==> src/design/rke_pkg.sv <==
// ---------------------------------------------------------------------------
// rke_pkg: shared types and constants for the rotary knob event generator
// Event codes, register indexes, reset values and the structs passed
// between the top level, the switch tracker and the output buffer.
// ---------------------------------------------------------------------------
`default_nettype none

package rke_pkg;

   // event codes carried in the result transaction
   typedef enum logic [2:0] {
      KIND_NONE      = 3'd0,
      KIND_ROTATE    = 3'd1,
      KIND_PRESS     = 3'd2,
      KIND_LONG      = 3'd3,
      KIND_VERY_LONG = 3'd4
   } kind_type;

   // register indexes on the csr port
   localparam int unsigned CSR_INDEX_WIDTH = 3;
   localparam int unsigned CSR_DATA_WIDTH  = 16;

   localparam logic [CSR_INDEX_WIDTH-1:0] CSR_EDGE_DEBOUNCE_US     = 3'd0;
   localparam logic [CSR_INDEX_WIDTH-1:0] CSR_SWITCH_POLL_MS       = 3'd1;
   localparam logic [CSR_INDEX_WIDTH-1:0] CSR_SWITCH_DEBOUNCE_MS   = 3'd2;
   localparam logic [CSR_INDEX_WIDTH-1:0] CSR_LONG_HOLD_MS         = 3'd3;
   localparam logic [CSR_INDEX_WIDTH-1:0] CSR_VERY_LONG_HOLD_MS    = 3'd4;
   localparam logic [CSR_INDEX_WIDTH-1:0] CSR_SWITCH_PRESENT       = 3'd5;

   // register reset values
   localparam logic [15:0] RST_EDGE_DEBOUNCE_US   = 16'd1200;
   localparam logic [15:0] RST_SWITCH_POLL_MS     = 16'd5;
   localparam logic [15:0] RST_SWITCH_DEBOUNCE_MS = 16'd30;
   localparam logic [15:0] RST_LONG_HOLD_MS       = 16'd1000;
   localparam logic [15:0] RST_VERY_LONG_HOLD_MS  = 16'd5000;
   localparam logic        RST_SWITCH_PRESENT     = 1'b1;

   // rotation delta clamp limits
   localparam logic signed [7:0] DELTA_MAX      = 8'sd127;
   localparam logic signed [7:0] DELTA_MIN      = -8'sd127;
   localparam logic [31:0]       DELTA_POS_WORD = 32'd127;
   localparam logic [31:0]       DELTA_NEG_WORD = 32'hFFFF_FF81;

   // switch tracker settings
   typedef struct packed {
      logic [15:0] poll_interval_ms;
      logic [15:0] debounce_ms;
      logic [15:0] long_hold_ms;
      logic [15:0] very_long_hold_ms;
      logic        present;
   } sw_cfg_type;

   // switch tracker event
   typedef struct packed {
      logic     fire;
      kind_type kind;
   } sw_event_type;

   // one result transaction
   typedef struct packed {
      kind_type          kind;
      logic signed [7:0]  delta;
      logic signed [31:0] position;
   } rsp_type;

endpackage

`default_nettype wire

==> src/design/rke_switch.sv <==
// ---------------------------------------------------------------------------
// rke_switch: push switch sampler, debouncer and press classifier
// Samples the active-low switch at a limited rate on each poll, debounces
// level changes and reports press, long press and very long press events.
// ---------------------------------------------------------------------------
`default_nettype none

module rke_switch (
   input  wire logic                clock,
   input  wire logic                reset,
   input  wire rke_pkg::sw_cfg_type cfg,
   input  wire logic                poll,
   input  wire logic [31:0]         time_ms,
   input  wire logic                switch_level,
   output rke_pkg::sw_event_type    event_out
);

   logic        held_ff, held_in;
   logic        long_done_ff, long_done_in;
   logic        very_done_ff, very_done_in;
   logic [31:0] last_sample_ff, last_sample_in;
   logic [31:0] last_change_ff, last_change_in;
   logic [31:0] press_start_ff, press_start_in;

   logic        sample_due;
   logic        down;
   logic        change;
   logic        new_press;
   logic        held_now;
   logic        long_now;
   logic        very_now;
   logic [31:0] elapsed;
   logic        fire_long;
   logic        fire_very;
   logic        fire_press;

   // sample rate limit and debounce of the switch level
   always_comb begin
      sample_due = (time_ms - last_sample_ff) >= {16'd0, cfg.poll_interval_ms};
      down       = ~switch_level;
      change     = sample_due && cfg.present && (down != held_ff)
                   && ((time_ms - last_change_ff) >= {16'd0, cfg.debounce_ms});
      new_press  = change && down;
      held_now   = change ? down : held_ff;
      long_now   = new_press ? 1'b0 : long_done_ff;
      very_now   = new_press ? 1'b0 : very_done_ff;
      elapsed    = new_press ? 32'd0 : (time_ms - press_start_ff);
   end

   // press classification, long press first
   always_comb begin
      fire_long  = held_now && !long_now && (elapsed >= {16'd0, cfg.long_hold_ms});
      fire_very  = !fire_long && held_now && long_now && !very_now
                   && (elapsed >= {16'd0, cfg.very_long_hold_ms});
      fire_press = !fire_long && !fire_very && held_ff && !held_now && !long_now;

      event_out.fire = poll && (fire_long || fire_very || fire_press);
      priority if (fire_long) begin
         event_out.kind = rke_pkg::KIND_LONG;
      end else if (fire_very) begin
         event_out.kind = rke_pkg::KIND_VERY_LONG;
      end else if (fire_press) begin
         event_out.kind = rke_pkg::KIND_PRESS;
      end else begin
         event_out.kind = rke_pkg::KIND_NONE;
      end
   end

   // next state, only on a poll that reaches the switch
   always_comb begin
      held_in        = held_ff;
      long_done_in   = long_done_ff;
      very_done_in   = very_done_ff;
      last_sample_in = last_sample_ff;
      last_change_in = last_change_ff;
      press_start_in = press_start_ff;
      if (poll) begin
         if (sample_due) begin
            last_sample_in = time_ms;
         end
         if (change) begin
            last_change_in = time_ms;
            held_in        = down;
         end
         if (new_press) begin
            press_start_in = time_ms;
         end
         long_done_in = long_now || fire_long;
         very_done_in = very_now || fire_very;
      end
   end

   always_ff @(posedge clock) begin
      if (reset) begin
         held_ff        <= 1'b0;
         long_done_ff   <= 1'b0;
         very_done_ff   <= 1'b0;
         last_sample_ff <= 32'd0;
         last_change_ff <= 32'd0;
         press_start_ff <= 32'd0;
      end else begin
         held_ff        <= held_in;
         long_done_ff   <= long_done_in;
         very_done_ff   <= very_done_in;
         last_sample_ff <= last_sample_in;
         last_change_ff <= last_change_in;
         press_start_ff <= press_start_in;
      end
   end

   // very long press is only marked after long press in the same hold
   assert property (@(posedge clock) disable iff (reset)
      very_done_ff |-> long_done_ff)
      else $error("very long press marked without long press");

   // a new press clears both press marks
   assert property (@(posedge clock) disable iff (reset)
      (poll && new_press && !fire_long) |=> (held_ff && !long_done_ff && !very_done_ff))
      else $error("press marks not cleared on a new press");

   // a short press is reported only on a release
   assert property (@(posedge clock) disable iff (reset)
      (event_out.fire && event_out.kind == rke_pkg::KIND_PRESS) |=> !held_ff)
      else $error("short press reported while still held");

endmodule

`default_nettype wire

==> src/design/rke_out_buffer.sv <==
// ---------------------------------------------------------------------------
// rke_out_buffer: two-entry result buffer
// Holds the result register and a skid entry so that the input side
// keeps accepting while the consumer stalls for one transaction.
// ---------------------------------------------------------------------------
`default_nettype none

module rke_out_buffer (
   input  wire logic             clock,
   input  wire logic             reset,
   input  wire logic             in_valid,
   input  wire rke_pkg::rsp_type in_data,
   output logic                  in_space,
   output logic                  out_valid,
   input  wire logic             out_ready,
   output rke_pkg::rsp_type      out_data
);

   logic             main_valid_ff, main_valid_in;
   logic             skid_valid_ff, skid_valid_in;
   rke_pkg::rsp_type main_ff, main_in;
   rke_pkg::rsp_type skid_ff, skid_in;

   // refill the result register from the skid entry first
   always_comb begin
      main_valid_in = main_valid_ff;
      skid_valid_in = skid_valid_ff;
      main_in       = main_ff;
      skid_in       = skid_ff;
      if (!main_valid_ff || out_ready) begin
         if (skid_valid_ff) begin
            main_in       = skid_ff;
            main_valid_in = 1'b1;
            skid_valid_in = 1'b0;
         end else begin
            main_in       = in_data;
            main_valid_in = in_valid;
         end
      end else if (in_valid) begin
         skid_in       = in_data;
         skid_valid_in = 1'b1;
      end
   end

   always_ff @(posedge clock) begin
      if (reset) begin
         main_valid_ff <= 1'b0;
         skid_valid_ff <= 1'b0;
      end else begin
         main_valid_ff <= main_valid_in;
         skid_valid_ff <= skid_valid_in;
      end
      main_ff <= main_in;
      skid_ff <= skid_in;
   end

   assign in_space  = !skid_valid_ff;
   assign out_valid = main_valid_ff;
   assign out_data  = main_ff;

   // the skid entry is only used behind a full result register
   assert property (@(posedge clock) disable iff (reset)
      skid_valid_ff |-> main_valid_ff)
      else $error("skid entry holds data while result register is empty");

   // no new transaction arrives while the buffer is full
   assert property (@(posedge clock) disable iff (reset)
      in_valid |-> !skid_valid_ff)
      else $error("result written into a full buffer");

   // a stalled result with a new one behind it fills the skid entry
   assert property (@(posedge clock) disable iff (reset)
      (main_valid_ff && !out_ready && in_valid) |=> skid_valid_ff)
      else $error("result dropped while consumer stalled");

endmodule

`default_nettype wire

==> src/design/rotary_knob_event_generator.sv <==
// ---------------------------------------------------------------------------
// rotary_knob_event_generator: quadrature knob with push switch events
// Tracks encoder position from pin samples and reports rotation and
// press events on polls.
// ---------------------------------------------------------------------------
// One request transaction is taken every clock while req_ready is high. A
// pin sample or poll is handled in the cycle it is accepted, and its result,
// if any, is registered in the result register of the output buffer, or in
// its skid entry while the consumer stalls, before it shows on the rsp port.
// A two-entry result buffer lets requests keep flowing while the consumer
// stalls; req_ready drops only when both entries are full. Pin samples never
// produce a result, and a poll with nothing to report produces none.
// Registers are written on csr_write_enable with csr_index selecting the
// register; write them only while the block is idle.
// ---------------------------------------------------------------------------
`default_nettype none

module rotary_knob_event_generator (
   input  wire logic                                 clock,
   input  wire logic                                 reset,
   input  wire logic                                 req_valid,
   output logic                                      req_ready,
   input  wire logic                                 req_operation,
   input  wire logic                                 req_level_a,
   input  wire logic                                 req_level_b,
   input  wire logic                                 req_switch_level,
   input  wire logic [31:0]                          req_time_us,
   input  wire logic [31:0]                          req_time_ms,
   output logic                                      rsp_valid,
   input  wire logic                                 rsp_ready,
   output logic [2:0]                                rsp_event_kind,
   output logic signed [7:0]                         rsp_rotate_delta,
   output logic signed [31:0]                        rsp_current_position,
   input  wire logic                                 csr_write_enable,
   input  wire logic [rke_pkg::CSR_INDEX_WIDTH-1:0]  csr_index,
   input  wire logic [rke_pkg::CSR_DATA_WIDTH-1:0]   csr_write_data
);

   // configuration registers
   logic [15:0]         edge_debounce_ff;
   rke_pkg::sw_cfg_type sw_cfg_ff;

   // encoder state
   logic        prev_a_ff, prev_a_in;
   logic [31:0] last_edge_ff, last_edge_in;
   logic [31:0] position_ff, position_in;
   logic [31:0] reported_ff, reported_in;

   logic                  accept;
   logic                  is_poll;
   logic                  pending;
   logic [31:0]           backlog;
   logic signed [7:0]     delta;
   logic                  sw_poll;
   rke_pkg::sw_event_type sw_event;
   logic                  result_valid;
   rke_pkg::rsp_type      result;
   rke_pkg::rsp_type      rsp_data;
   logic                  buffer_space;

   assign accept  = req_valid && req_ready;
   assign is_poll = req_operation;

   // register writes
   always_ff @(posedge clock) begin
      if (reset) begin
         edge_debounce_ff            <= rke_pkg::RST_EDGE_DEBOUNCE_US;
         sw_cfg_ff.poll_interval_ms  <= rke_pkg::RST_SWITCH_POLL_MS;
         sw_cfg_ff.debounce_ms       <= rke_pkg::RST_SWITCH_DEBOUNCE_MS;
         sw_cfg_ff.long_hold_ms      <= rke_pkg::RST_LONG_HOLD_MS;
         sw_cfg_ff.very_long_hold_ms <= rke_pkg::RST_VERY_LONG_HOLD_MS;
         sw_cfg_ff.present           <= rke_pkg::RST_SWITCH_PRESENT;
      end else if (csr_write_enable) begin
         unique case (csr_index)
            rke_pkg::CSR_EDGE_DEBOUNCE_US:   edge_debounce_ff            <= csr_write_data;
            rke_pkg::CSR_SWITCH_POLL_MS:     sw_cfg_ff.poll_interval_ms  <= csr_write_data;
            rke_pkg::CSR_SWITCH_DEBOUNCE_MS: sw_cfg_ff.debounce_ms       <= csr_write_data;
            rke_pkg::CSR_LONG_HOLD_MS:       sw_cfg_ff.long_hold_ms      <= csr_write_data;
            rke_pkg::CSR_VERY_LONG_HOLD_MS:  sw_cfg_ff.very_long_hold_ms <= csr_write_data;
            rke_pkg::CSR_SWITCH_PRESENT:     sw_cfg_ff.present           <= csr_write_data[0];
            default: begin
            end
         endcase
      end
   end

   // rotation backlog clamped to the delta range
   always_comb begin
      pending = (position_ff != reported_ff);
      backlog = position_ff - reported_ff;
      if (!backlog[31]) begin
         delta = (backlog > rke_pkg::DELTA_POS_WORD) ? rke_pkg::DELTA_MAX : backlog[7:0];
      end else begin
         delta = (backlog < rke_pkg::DELTA_NEG_WORD) ? rke_pkg::DELTA_MIN : backlog[7:0];
      end
   end

   // encoder edge tracking and report bookkeeping
   always_comb begin
      prev_a_in    = prev_a_ff;
      last_edge_in = last_edge_ff;
      position_in  = position_ff;
      reported_in  = reported_ff;
      if (accept && !is_poll) begin
         prev_a_in = req_level_a;
         if ((req_level_a != prev_a_ff)
             && ((req_time_us - last_edge_ff) >= {16'd0, edge_debounce_ff})) begin
            last_edge_in = req_time_us;
            position_in  = (req_level_a != req_level_b) ? position_ff - 32'd1
                                                        : position_ff + 32'd1;
         end
      end else if (accept && pending) begin
         reported_in = reported_ff + {{24{delta[7]}}, delta};
      end
   end

   always_ff @(posedge clock) begin
      if (reset) begin
         prev_a_ff    <= 1'b1;
         last_edge_ff <= 32'd0;
         position_ff  <= 32'd0;
         reported_ff  <= 32'd0;
      end else begin
         prev_a_ff    <= prev_a_in;
         last_edge_ff <= last_edge_in;
         position_ff  <= position_in;
         reported_ff  <= reported_in;
      end
   end

   // switch handling runs only on polls with no rotation pending
   assign sw_poll = accept && is_poll && !pending;

   rke_switch u_switch (
      .clock        (clock),
      .reset        (reset),
      .cfg          (sw_cfg_ff),
      .poll         (sw_poll),
      .time_ms      (req_time_ms),
      .switch_level (req_switch_level),
      .event_out    (sw_event)
   );

   // result selection
   always_comb begin
      result.position = position_ff;
      if (pending) begin
         result.kind  = rke_pkg::KIND_ROTATE;
         result.delta = delta;
      end else begin
         result.kind  = sw_event.kind;
         result.delta = 8'sd0;
      end
      result_valid = accept && is_poll && (pending || sw_event.fire);
   end

   rke_out_buffer u_out_buffer (
      .clock     (clock),
      .reset     (reset),
      .in_valid  (result_valid),
      .in_data   (result),
      .in_space  (buffer_space),
      .out_valid (rsp_valid),
      .out_ready (rsp_ready),
      .out_data  (rsp_data)
   );

   assign req_ready            = buffer_space;
   assign rsp_event_kind       = rsp_data.kind;
   assign rsp_rotate_delta     = rsp_data.delta;
   assign rsp_current_position = rsp_data.position;

   // a pin sample never moves the reported count
   assert property (@(posedge clock) disable iff (reset)
      (accept && !is_poll) |=> (reported_ff == $past(reported_ff)))
      else $error("reported count moved on a pin sample");

   // a poll never moves the position
   assert property (@(posedge clock) disable iff (reset)
      (accept && is_poll) |=> (position_ff == $past(position_ff)))
      else $error("position moved on a poll");

   // a rotate report closes the backlog when it fits in one delta
   assert property (@(posedge clock) disable iff (reset)
      (accept && is_poll && pending && (backlog == {{24{delta[7]}}, delta}))
      |=> (reported_ff == position_ff))
      else $error("small backlog not cleared by one report");

endmodule

`default_nettype wire
==> config.mk <==
export PLATFORM = sky130hd
export DESIGN_NAME = rotary_knob_event_generator
export DESIGN_NICKNAME = d
export VERILOG_FILES = /design/src/design/rke_pkg.sv /design/src/design/rke_switch.sv /design/src/design/rke_out_buffer.sv /design/src/design/rotary_knob_event_generator.sv
export SDC_FILE = /design/constraint.sdc
export NUM_CORES = 1
export LEC_CHECK = 0
export BUFFER_PORTS_ARGS = -buffer_cell sky130_fd_sc_hd__buf_2
export CORE_MARGIN = 1.5
export CORE_UTILIZATION = 35
export DETAILED_ROUTE_END_ITERATION = 8
export HOLD_SLACK_MARGIN = 0.02
export PLACE_DENSITY = 0.53
export RECOVER_POWER = 50
export SLEW_MARGIN = 20
export SYNTH_ARGS = -nofsm -noshare
export SYNTH_HDL_FRONTEND = slang
export SYNTH_SLANG_ARGS = --single-unit
==> constraint.sdc <==
create_clock -name clock -period 16.9 [get_ports clock]
set_clock_uncertainty 0.2 [all_clocks]
set_input_delay 1.69 -clock clock [delete_from_list [all_inputs] [get_ports clock]]
set_output_delay 1.69 -clock clock [all_outputs]
set_load 0.05 [all_outputs]
==> flow_summary.ini <==
[timing]
timing.setup.tns_ns = 0
final.setup.worst_slack_ns = 6.07
max_slew_margin_pct = -232
max_freq_mhz = 92.3
period_share_pct = 64.1
finalCriticalPeriod_ns = 10.83
hold_viol_final = 0
slew_violations = 361
rsz0062_at_grt = no
setup_viol = 0
worst_pin_slew_ns = 4.98

[final_layout]
fill_cells = 8135
diodes = 0
mostFrequentLayoutCells = nor2_1, a21oi_1, nand2_1
layout_commonest_cell = nor2_1
nets = 3840
synthToLayoutAreaGrowth_pct = 11.1
drive_gt1_share_pct = 7.52
final_cell_area_sq_um = 30600
layoutNonFillerInstCount = 4522

[flow_run]
cap_violations = 5

[power_and_ir_drop]
leakage_nw = 12.5
total_power_w = 0.00421
powerDensity_nw_per_um2 = 138
vdd_drop_max_mv = 0.0825

[worst_setup_path]
path_max_fanout = 99
crit_type = in -> reg
cp-end-kind = flip-flop
start_kind = input port
r2r_setup_slack_ns = 7.26
worstReg2RegStart = u_switch.last_change_ff[0]
arrival_ns = 10.98
required_ns = 17.05
r2r_cells = 36
r2r_end = u_out_buffer.skid_ff[1]

[cts]
post_cts_resized = 0
clk_latency_ns = 0.62
post_cts_buffers = 0
cts_htree_levels = 2
clk_path_buf_depth = 3
cts_tree = built
clkSinkCount = 365
cts.clk_slew.worst_paths_ns = 0.05
holdBufCountCts = 0
cts.root.buffer_cell = clkbuf_16
cts_buffers = 46

[floorplanning]
die_area_sq_um = 80300
die_x_microns = 283
start_util_pct = 35.5
pin_count = 137
core_area_sq_um = 77600
row_count = 102
fp.dieH_microns = 283

[synth]
synth_seq_cells = 365
syn_area_sq_um = 27500
synthCells = 3361
ys_seq_area_share_pct = 29.7
synth_fp_nets = 3754
synthDistinctLibCells = 99
ys.flop_type = dfxtp_1
synth_edf_count = 86
syn_avg_cell_area_sq_um = 8.19
async_reset_ff_share_pct = 0
ys_warn_count = 0

[run_status]
status = finished with violations
violations = max-capacitance violations, max-slew violations

[place]
placed_cells = 4439
placed_area_sq_um = 29200
dp_hpwl_microns = 59400
place_ws_ns = 5.73
io_buffers = 136
place.gp.congestion = 0.921

[drt]
drtPass1Iterations = 6
postRouteAntennaNets = 0
drc_errors = 0
num_vias = 23700
wl_per_cell_microns = 17.4
drt_iter0_markers = 1664
vias_per_cell = 5.25
drt_wl_total_microns = 78800

[global_route]
grt_max_degree = 100
grt.overflow.total = 0
grt_pass1_wl_microns = 124000
antenna_found_initial = 4
grt_usage_pct = 19.0
grt_pass1_vias = 21800

[min_path]
holdPathStages = 2
hold_class = reg -> reg
min_from = edge_debounce_ff[11]
hold_end = edge_debounce_ff[11]
kinds of logic (layout without fill, tap and decap cells):
kind of cell	count (synthesis)	after routing	share of synthesized area, %
simple gates	1068	1068	18.0
compound gates	888	888	21.2
buf+inv	411	532	5.87
flops	365	365	29.7
fa+ha+maj	301	301	13.9
mux	175	175	6.53
xor+xnor	153	153	4.90
cell type report:
cell class | count | area (sq um) | area share, %
timing repair buffer | 150 | 712 | 2.33
multi-input combinational | 2585 | 17700 | 58.0
tap | 1040 | 1300 | 4.26
clock inverter | 27 | 308 | 1.01
inverter | 299 | 1120 | 3.67
sequential | 365 | 8170 | 26.7
clock buffer | 56 | 1220 | 3.99
routing by layer:
| metal | up-vias | part of all wire (%) | GRT usage [%] |
|---|---|---|---|
| met2 | 492 | 40 | 27.5 |
| met3 | 85 | 5.1 | 2.77 |
| met5 | - | 0.029 | 0 |
| li1 | 12200 | - | - |
| met4 | 4 | 1.7 | 3.93 |
| met1 | 11000 | 53 | 29.5 |
synth_stat cells (15+ instances only):
cell type / instances / area share (%)
clkbuf_1: 91 / 1.2
a21oi_1: 320 / 5.8
edfxtp_1: 86 / 9.4
xnor2_1: 99 / 3.2
nand4_1: 45 / 1.0
and3_1: 30 / 0.68
o21a_1: 42 / 1.1
nand2_1: 305 / 4.2
a211oi_1: 43 / 1.2
mux2_2: 35 / 1.4
ha_1: 294 / 13
nor2b_1: 35 / 0.80
nand3_1: 54 / 0.98
nor3_1: 61 / 1.1
or3_1: 22 / 0.50
nand2b_1: 38 / 0.86
o31ai_1: 21 / 0.57
inv_1: 298 / 4.1
a31oi_1: 35 / 0.80
nor4_1: 15 / 0.34
mux2i_1: 140 / 5.1
xor2_1: 53 / 1.7
nor2_1: 385 / 5.3
o21bai_1: 19 / 0.52
and2_1: 22 / 0.50
o211ai_1: 37 / 1.0
a21o_1: 91 / 2.5
o21ai_0: 123 / 2.2
dfxtp_1: 279 / 20
how the worst max path moves through the flow:
stage          slack (ns)  cells past startpoint                     endpoint            from
3_5_place_dp         5.73                     38     u_out_buffer.skid_ff[26]  req_time_ms[0]
6_report             6.07                      4  u_switch.last_change_ff[16]           reset
4_1_cts              6.33                     38     u_out_buffer.skid_ff[32]  req_time_ms[0]
5_1_grt              5.05                      4  u_switch.last_change_ff[16]           reset
3_3_place_gp         5.81                     38     u_out_buffer.skid_ff[27]  req_time_ms[0]
2_1_floorplan        5.21                     37      u_out_buffer.skid_ff[0]  req_time_ms[0]
flip-flops by register name (all words and copies together) (netlist names), 16 cells and up:
name                     cells
u_out_buffer.out_data       43
u_switch.last_sample_ff     32
reported_ff                 32
edge_debounce_ff            16
u_switch.press_start_ff     32
sw_cfg_ff                   65
position_ff                 32
u_switch.last_change_ff     32
u_out_buffer.skid_ff        43
last_edge_ff                32
stage by stage:
stage | utilization (%) | hold WS (ns)
final | 39.4 | 0.252
after floorplan | - | 0.233
after global routing | 39.4 | 0.271
after global placement | 37.6 | 0.241
after detailed placement | 37.6 | 0.247
after CTS | 39.6 | 0.254
critical path, stage by stage:
cell and delay [ns]:
clkbuf_1 3.42, clkbuf_1 3.01, clkbuf_1 2.52, nor2_1 0.15
power breakdown:
group | internal (W) | switching (W)
Clock | 0.000580 | 0.000431
Sequential | 0.000995 | 0.0000596
Combinational | 0.000855 | 0.00128
(Power assumes the default switching activity.)
